`src/design/dbn_pkg.sv`:
```
`timescale 1ns / 1ps
// Package: widths, configuration codes and payload types for the debounced I/O node.
package dbn_pkg;

    localparam int CHANNELS = 8;

    localparam int CNT_W   = 8;
    localparam int TIMER_W = 13;
    localparam int BLINK_W = 10;
    localparam int CFG_IDX_W  = 3;
    localparam int CFG_DATA_W = 13;

    typedef enum logic [CFG_IDX_W-1:0] {
        CFG_THRESHOLD = 3'd0,
        CFG_CAP       = 3'd1,
        CFG_RELOAD    = 3'd2,
        CFG_LEVEL     = 3'd3,
        CFG_RCAP      = 3'd4,
        CFG_BLINK     = 3'd5
    } cfg_idx_t;

    typedef enum logic {
        KIND_TICK = 1'b0,
        KIND_POLL = 1'b1
    } kind_t;

    typedef struct packed {
        logic       kind;
        logic [7:0] raw_inputs;
        logic [7:0] command_bits;
        logic [7:0] remote_echo;
        logic       tx_ready;
        logic       tx_confirmed;
    } item_t;

    typedef struct packed {
        logic [7:0] output_pins;
        logic [7:0] debounced_inputs;
        logic       send_valid;
        logic [7:0] send_data;
        logic       heartbeat_led;
    } result_t;

    localparam logic [TIMER_W-1:0] RST_RELOAD    = 13'd1600;
    localparam logic [TIMER_W-1:0] RST_LEVEL     = 13'd1500;
    localparam logic [TIMER_W-1:0] RST_RCAP      = 13'd5000;
    localparam logic [CNT_W-1:0]   RST_THRESHOLD = 8'd20;
    localparam logic [CNT_W-1:0]   RST_CAP       = 8'd250;
    localparam logic [BLINK_W-1:0] RST_BLINK     = 10'd1000;

endpackage

```
`src/design/dbn_if.sv`:
```
`timescale 1ns / 1ps
// Interfaces: item, result and configuration write channels of the debounced I/O node.
interface dbn_item_if;
    logic           valid;
    logic           ready;
    dbn_pkg::item_t data;
    modport source (output valid, output data, input ready);
    modport sink   (input valid, input data, output ready);
endinterface

interface dbn_result_if;
    logic             valid;
    logic             ready;
    dbn_pkg::result_t data;
    modport source (output valid, output data, input ready);
    modport sink   (input valid, input data, output ready);
endinterface

interface dbn_cfg_if;
    logic                             valid;
    logic                             ready;
    logic [dbn_pkg::CFG_IDX_W-1:0]    index;
    logic [dbn_pkg::CFG_DATA_W-1:0]   wdata;
    modport source (output valid, output index, output wdata, input ready);
    modport sink   (input valid, input index, input wdata, output ready);
endinterface

```
`src/design/debounced_io_node_with_change_report.sv`:
```
`timescale 1ns / 1ps
// Top level: eight-channel input debouncer with output latch, change report and heartbeat.
//
//   channel  | direction | payload                                      | role
//   ---------+-----------+----------------------------------------------+----------------------
//   item     | sink      | kind, raw_inputs, command_bits, remote_echo, | tick or service poll
//            |           | tx_ready, tx_confirmed                       |
//   result   | source    | output_pins, debounced_inputs, send_valid,   | one per request
//            |           | send_data, heartbeat_led                     |
//   cfg      | sink      | index, wdata                                 | register write
//
// Each request passes through two registers: the input register, then the result
// register. One request is taken per cycle while the result is not stalled; the state
// update of one request feeds the next through the node state registers.
// Reset clears all node state and loads the default register values; no clearing pass.
// A stalled result holds the result register; the input register advances only when
// the result register is free or being drained in the same cycle.
module debounced_io_node_with_change_report (
    input  logic                clk,
    input  logic                rst_n,
    dbn_item_if.sink            item,
    dbn_result_if.source        result,
    dbn_cfg_if.sink             cfg
);

    // Configuration registers.
    logic [dbn_pkg::CNT_W-1:0]   thr_reg;
    logic [dbn_pkg::CNT_W-1:0]   cap_reg;
    logic [dbn_pkg::TIMER_W-1:0] reload_reg;
    logic [dbn_pkg::TIMER_W-1:0] level_reg;
    logic [dbn_pkg::TIMER_W-1:0] rcap_reg;
    logic [dbn_pkg::BLINK_W-1:0] blink_reg;

    // Node state.
    logic [dbn_pkg::CHANNELS-1:0] last_reg, last_next;
    logic [dbn_pkg::CHANNELS-1:0] stable_reg, stable_next;
    logic [dbn_pkg::CNT_W-1:0]    cnt_reg  [dbn_pkg::CHANNELS];
    logic [dbn_pkg::CNT_W-1:0]    cnt_next [dbn_pkg::CHANNELS];
    logic [dbn_pkg::TIMER_W-1:0]  timer_reg, timer_next;
    logic [dbn_pkg::BLINK_W-1:0]  blink_cnt_reg, blink_cnt_next;
    logic                         led_reg, led_next;
    logic [7:0]                   pin_reg, pin_next;

    // Pipeline registers.
    logic             in_valid_reg;
    dbn_pkg::item_t   in_data_reg;
    logic             out_valid_reg;
    dbn_pkg::result_t out_data_reg, out_data_next;

    logic out_free;
    logic advance;

    // The result register is free when empty or drained this cycle; the input register
    // advances into it whenever it holds a request and the result side is free.
    assign out_free   = !out_valid_reg || result.ready;
    assign advance    = in_valid_reg && out_free;
    assign item.ready = !in_valid_reg || out_free;
    assign cfg.ready  = 1'b1;

    assign result.valid = out_valid_reg;
    assign result.data  = out_data_reg;

    // Configuration writes; indexes beyond the list are dropped.
    always_ff @(posedge clk or negedge rst_n)
    begin
        if (!rst_n)
        begin
            thr_reg    <= dbn_pkg::RST_THRESHOLD;
            cap_reg    <= dbn_pkg::RST_CAP;
            reload_reg <= dbn_pkg::RST_RELOAD;
            level_reg  <= dbn_pkg::RST_LEVEL;
            rcap_reg   <= dbn_pkg::RST_RCAP;
            blink_reg  <= dbn_pkg::RST_BLINK;
        end
        else if (cfg.valid)
        begin
            case (dbn_pkg::cfg_idx_t'(cfg.index))
                dbn_pkg::CFG_THRESHOLD: thr_reg    <= cfg.wdata[dbn_pkg::CNT_W-1:0];
                dbn_pkg::CFG_CAP:       cap_reg    <= cfg.wdata[dbn_pkg::CNT_W-1:0];
                dbn_pkg::CFG_RELOAD:    reload_reg <= cfg.wdata[dbn_pkg::TIMER_W-1:0];
                dbn_pkg::CFG_LEVEL:     level_reg  <= cfg.wdata[dbn_pkg::TIMER_W-1:0];
                dbn_pkg::CFG_RCAP:      rcap_reg   <= cfg.wdata[dbn_pkg::TIMER_W-1:0];
                dbn_pkg::CFG_BLINK:     blink_reg  <= cfg.wdata[dbn_pkg::BLINK_W-1:0];
                default: ;
            endcase
        end
    end

    // Input register: take a request whenever the stage is empty or advancing.
    always_ff @(posedge clk or negedge rst_n)
    begin
        if (!rst_n)
            in_valid_reg <= 1'b0;
        else if (item.ready)
            in_valid_reg <= item.valid;
    end

    always_ff @(posedge clk)
    begin
        if (item.valid && item.ready)
            in_data_reg <= item.data;
    end

    // Request processing: all channels in parallel, then the report timer decision.
    always_comb
    begin
        logic [dbn_pkg::TIMER_W-1:0] timer_mid;
        logic [dbn_pkg::BLINK_W:0]   blink_inc;
        logic                        send;

        last_next      = last_reg;
        stable_next    = stable_reg;
        timer_next     = timer_reg;
        blink_cnt_next = blink_cnt_reg;
        led_next       = led_reg;
        pin_next       = pin_reg;
        timer_mid      = timer_reg;
        send           = 1'b0;
        blink_inc      = {1'b0, blink_cnt_reg} + 1'b1;
        for (int i = 0; i < dbn_pkg::CHANNELS; i++)
            cnt_next[i] = cnt_reg[i];

        if (in_data_reg.kind == dbn_pkg::KIND_POLL)
        begin
            pin_next = in_data_reg.command_bits;
            for (int i = 0; i < dbn_pkg::CHANNELS; i++)
            begin
                if (last_reg[i] == in_data_reg.raw_inputs[i])
                begin
                    // Sample held steady: accept it once the count passes the threshold.
                    if (cnt_reg[i] > thr_reg)
                        stable_next[i] = in_data_reg.raw_inputs[i];
                end
                else
                begin
                    // Sample moved: remember it and restart the count.
                    last_next[i] = in_data_reg.raw_inputs[i];
                    cnt_next[i]  = '0;
                end
            end

            // Host copy out of date: rearm the report timer.
            if (stable_next != in_data_reg.remote_echo)
                timer_mid = reload_reg;

            send = (timer_mid >= level_reg) && in_data_reg.tx_ready;
            if (send && in_data_reg.tx_confirmed)
                timer_next = '0;
            else
                timer_next = timer_mid;
        end
        else
        begin
            // Tick: advance saturating counters; a counter at or above its cap holds.
            if (timer_reg < rcap_reg)
                timer_next = timer_reg + 1'b1;
            for (int i = 0; i < dbn_pkg::CHANNELS; i++)
            begin
                if (cnt_reg[i] < cap_reg)
                    cnt_next[i] = cnt_reg[i] + 1'b1;
            end
            // Heartbeat: compare the incremented count at full width.
            if (blink_inc > {1'b0, blink_reg})
            begin
                blink_cnt_next = '0;
                led_next       = !led_reg;
            end
            else
            begin
                blink_cnt_next = blink_inc[dbn_pkg::BLINK_W-1:0];
            end
        end

        out_data_next.output_pins      = pin_next;
        out_data_next.debounced_inputs = stable_next;
        out_data_next.send_valid       = send;
        out_data_next.send_data        = send ? stable_next : 8'd0;
        out_data_next.heartbeat_led    = led_next;
    end

    // Node state: commit only when a request advances.
    always_ff @(posedge clk or negedge rst_n)
    begin
        if (!rst_n)
        begin
            last_reg      <= '0;
            stable_reg    <= '0;
            timer_reg     <= '0;
            blink_cnt_reg <= '0;
            led_reg       <= 1'b0;
            pin_reg       <= '0;
            for (int i = 0; i < dbn_pkg::CHANNELS; i++)
                cnt_reg[i] <= '0;
        end
        else if (advance)
        begin
            last_reg      <= last_next;
            stable_reg    <= stable_next;
            timer_reg     <= timer_next;
            blink_cnt_reg <= blink_cnt_next;
            led_reg       <= led_next;
            pin_reg       <= pin_next;
            for (int i = 0; i < dbn_pkg::CHANNELS; i++)
                cnt_reg[i] <= cnt_next[i];
        end
    end

    // Result register: load on advance, drop once taken.
    always_ff @(posedge clk or negedge rst_n)
    begin
        if (!rst_n)
            out_valid_reg <= 1'b0;
        else if (out_free)
            out_valid_reg <= advance;
    end

    always_ff @(posedge clk)
    begin
        if (advance)
            out_data_reg <= out_data_next;
    end

endmodule
```
`src/flat_wrapper.sv`:
```
// flat-port wrapper written by rule: the top's interface ports become plain ports
module debounced_io_node_with_change_report_flat 
  (clk, rst_n, item_valid, item_data, item_ready, result_valid, result_data, result_ready, cfg_valid, cfg_index, cfg_wdata, cfg_ready);
  dbn_item_if item_i ();
  dbn_result_if result_i ();
  dbn_cfg_if cfg_i ();
  input  logic clk;
  input  logic rst_n;
  input wire logic [$bits(item_i.valid)-1:0] item_valid;
  input wire logic [$bits(item_i.data)-1:0] item_data;
  output wire logic [$bits(item_i.ready)-1:0] item_ready;
  output wire logic [$bits(result_i.valid)-1:0] result_valid;
  output wire logic [$bits(result_i.data)-1:0] result_data;
  input wire logic [$bits(result_i.ready)-1:0] result_ready;
  input wire logic [$bits(cfg_i.valid)-1:0] cfg_valid;
  input wire logic [$bits(cfg_i.index)-1:0] cfg_index;
  input wire logic [$bits(cfg_i.wdata)-1:0] cfg_wdata;
  output wire logic [$bits(cfg_i.ready)-1:0] cfg_ready;
  assign item_i.valid = item_valid;
  assign item_i.data = item_data;
  assign item_ready = item_i.ready;
  assign result_valid = result_i.valid;
  assign result_data = result_i.data;
  assign result_i.ready = result_ready;
  assign cfg_i.valid = cfg_valid;
  assign cfg_i.index = cfg_index;
  assign cfg_i.wdata = cfg_wdata;
  assign cfg_ready = cfg_i.ready;
  debounced_io_node_with_change_report u_core (.clk(clk), .rst_n(rst_n), .item(item_i), .result(result_i), .cfg(cfg_i));
endmodule
```
`config.mk`:
```
export PLATFORM = sky130hd
export DESIGN_NAME = debounced_io_node_with_change_report_flat
export DESIGN_NICKNAME = d
export VERILOG_FILES = /design/src/design/dbn_pkg.sv /design/src/design/dbn_if.sv /design/src/design/debounced_io_node_with_change_report.sv /design/src/flat_wrapper.sv
export SDC_FILE = /design/constraint.sdc
export NUM_CORES = 1
export LEC_CHECK = 0
export ABC_AREA = 1
export BUFFER_PORTS_ARGS = -buffer_cell sky130_fd_sc_hd__buf_4
export CAP_MARGIN = 15
export CELL_PAD_IN_SITES_DETAIL_PLACEMENT = 1
export CELL_PAD_IN_SITES_GLOBAL_PLACEMENT = 1
export CORE_AREA = 3 3 246 248
export CTS_BUF_LIST = sky130_fd_sc_hd__clkbuf_2
export DETAILED_ROUTE_END_ITERATION = 7
export DIE_AREA = 0 0 249 251
export GPL_ROUTABILITY_DRIVEN = 0
export GPL_TIMING_DRIVEN = 1
export PLACE_DENSITY = 0.54
export SLEW_MARGIN = 0
export SYNTH_ARGS = -nofsm -noshare
export SYNTH_HDL_FRONTEND = slang
export SYNTH_SLANG_ARGS = --single-unit
```
`constraint.sdc`:
```
create_clock -name clk -period 5.15 [get_ports clk]
set_clock_uncertainty 0.15 [all_clocks]
set_input_delay 1.03 -clock clk [delete_from_list [all_inputs] [get_ports clk]]
set_output_delay 1.03 -clock clk [all_outputs]
set_load 0.03 [all_outputs]
```
==> metrics.yaml <==
cts-root-buf: "clkbuf_2"
drtPass1Iterations: 4
cpPeakStageDelay_ns: 0.54
swShare: 0.439
wl_per_cell_um: 17.0
p_per_area_nw_per_um2: 420
crit_type: "flip-flop to flip-flop"
vias_per_cell: 4.50
r2r_cells: 25
io_pins: 77
die_width_um: 249
grt_use_met2: 0.259
p_clk_frac: 0.219
layout_common_cells: "404 x nand2_1, 218 x inv_1, 165 x ha_1"
num_vias: 12123
period_needed_ns: 4.62
slowest_stage: "dfstp_2"
cts_buffer_depth: 3
final_common_cell: "nand2_1"
ys_seq_area_frac: 0.419
status: "complete, no violations"
timing.fmax_mhz: 217
cp_common_cell: "nand2_1"
syn_to_final_growth_pct: 16.4
top_usage_layer: "met2"
dp_hpwl_mm: 32.7
antenna_found_initial: 2
async_flop_share: 0.772
drive_gt1_frac: 0.160
maxCapViolations: 0
syn-num-nets: 1934
grt_max_degree: 91
fp-row-count: 89
end_kind: "flip-flop"
avgSynthCellArea_um2: 8.47
cp.required_ns: 5.69
report.final.slew_viol_count: 0
grt_pass1_wl_mm: 72.8
whs_ns: 0.176
rsz0062_at_grt: "false"
p_int_mw: 4.00
met1_usage: 0.189
start_util: 0.248
worstPathMaxFanout: 13
fin_nets: 2078
synth_edf_count: 53
period_share: 0.897
design.die.area_um2: 62500
overflow: 0
ys_ff_latch: 232
slew_headroom: 0.253
holdCritPathClass: "input port to flip-flop"
critPathLaunchType: "flip-flop"
worst_pin_slew_ns: 1.12
cts_made_buffers: 69
cts_tree: "built"
largest_reg_flops: 64
postRouteAntennaNets: 0
die_h_um: 251
yosys_warnings: 0
finalHoldViolations: 0
cts_sinks: 232
design_area_um2: 17000
fillers: 6995
clock_latency_ns: 0.99
p_comb_frac: 0.397
setup_viol: 0
placed_area_um2: 16000
grt_pass1_vias: 12942
ir_worst_vdd_mv: 0.138
critPathLaunch: "u_core.thr_reg[4]$_DFFE_PN1P_"
hold_depth: 4
port_buffers: 75
setup_tns_ns: 0
clk_pin_slew_ns: 0.13
pwr-share-seq: 0.384
totalWireLength_mm: 45.7
min_from: "result_ready"
post_cts_buffers: 0
synthCells: 1721
timing.reg2reg.setup_slack_ns: 0.53
r2r-start: "u_core.thr_reg[4]$_DFFE_PN1P_"
arrival_ns: 5.16
met3_usage: 0.0294
core_um2: 58700
mappedNetlistArea_um2: 14600
synth_flop_cell: "dfrtp_1"
grt_use_total: 0.148
ys_types: 48
power.switching_mw: 3.13
h-tree-depth: 3
p_leak_nw: 8.28
drtIter0Drc: 401
drc: 0
[kinds of logic (layout without fill, tap and decap cells)]
family                     count (synthesis)  count (layout)  share of synthesized area
DFF                                      232             232                      0.419
adders and majority gates                165             165                      0.142
xor gates and xnor gates                  61              61                     0.0372
AOI/OAI and AO/OA                        321             321                      0.124
other                                      1               4                   0.000257
and+or+nand+nor                          674             674                      0.205
buffers and inverters                    267             463                     0.0728
[final timing paths]
check                                                           end
worst max register to register  u_core.result.data[6]$_SDFFCE_PN0P_
min in group asynchronous            u_core.cnt_reg[28]$_DFFE_PN0P_
max in group asynchronous             u_core.cap_reg[6]$_DFFE_PN1P_
worst min register to register        u_core.cap_reg[6]$_DFFE_PN1P_
worst max-delay path            u_core.result.data[6]$_SDFFCE_PN0P_
worst min-delay path                u_core.result.valid$_DFFE_PN0P_
[power groups by stage]
stage               clock (mW)  combinational [mW]  sequential (mW)
floorplan                    0                1.96             2.71
global placement             0                2.75             2.77
detailed placement           0                2.85             2.78
CTS                       1.67                2.88             2.75
global route              1.76                3.29             2.81
finish                    1.56                2.83             2.74
[stage by stage]
stage | total power, mW | worst slack, ns | util | std cells
finish | 7.13 | 0.532 | 0.289 | 2693
global route | 7.86 | 0.146 | 0.289 | 2693
CTS | 7.29 | 0.537 | 0.289 | 2690
detailed placement | 5.63 | 0.556 | 0.273 | 2538
global placement | 5.51 | 0.648 | 0.273 | 2538
floorplan | 4.67 | 1.54 | - | 1721
[metal layers]
metal | part of all wire | up-vias | routed length (um)
met2 | 0.49 | 128 | 22300
met5 | 0 | - | 0
li1 | - | 6024 | -
met1 | 0.47 | 5910 | 21400
met4 | 0.015 | 0 | 686
met3 | 0.029 | 61 | 1310
[cell usage after synthesis (29+ instances only)]
cell      number  area, um^2
nand3_1       80         400
dfstp_2       29         762
a21oi_1       91         455
dfrtp_1      150        3750
xor2_1        47         412
o31ai_1       38         285
nor2_1        91         342
o21ai_0      154         771
ha_1         165        2060
edfxtp_1      53        1590
inv_1        218         818
nand2_1      404        1520
[final cells by class]
| class | instances | area (um^2) | area share |
|---|---|---|---|
| clock inverters | 22 | 165 | 0.00973 |
| multi-input cells | 1222 | 7410 | 0.437 |
| flip-flops and latches | 232 | 6110 | 0.360 |
| inverters | 224 | 841 | 0.0496 |
| repair buffers | 116 | 962 | 0.0567 |
| well taps | 773 | 967 | 0.0570 |
| diodes | 3 | 7.51 | 0.000442 |
| clock buffers | 101 | 505 | 0.0298 |
[worst max-delay path: cells and delay by family (launching register included)]
family	cells	cell delay, ns
AOI/OAI and AO/OA	3	0.37
adders and majority gates	2	0.70
buffers and inverters	3	0.63
DFF	1	0.54
and+or+nand+nor	17	1.92
[timing repair]
action                                 CTS  global route
endpoints found under the hold margin  107             0
hold buffers                            29             0
resized for setup                        0             0
Note: power is estimated with default switching activity, not from simulation.
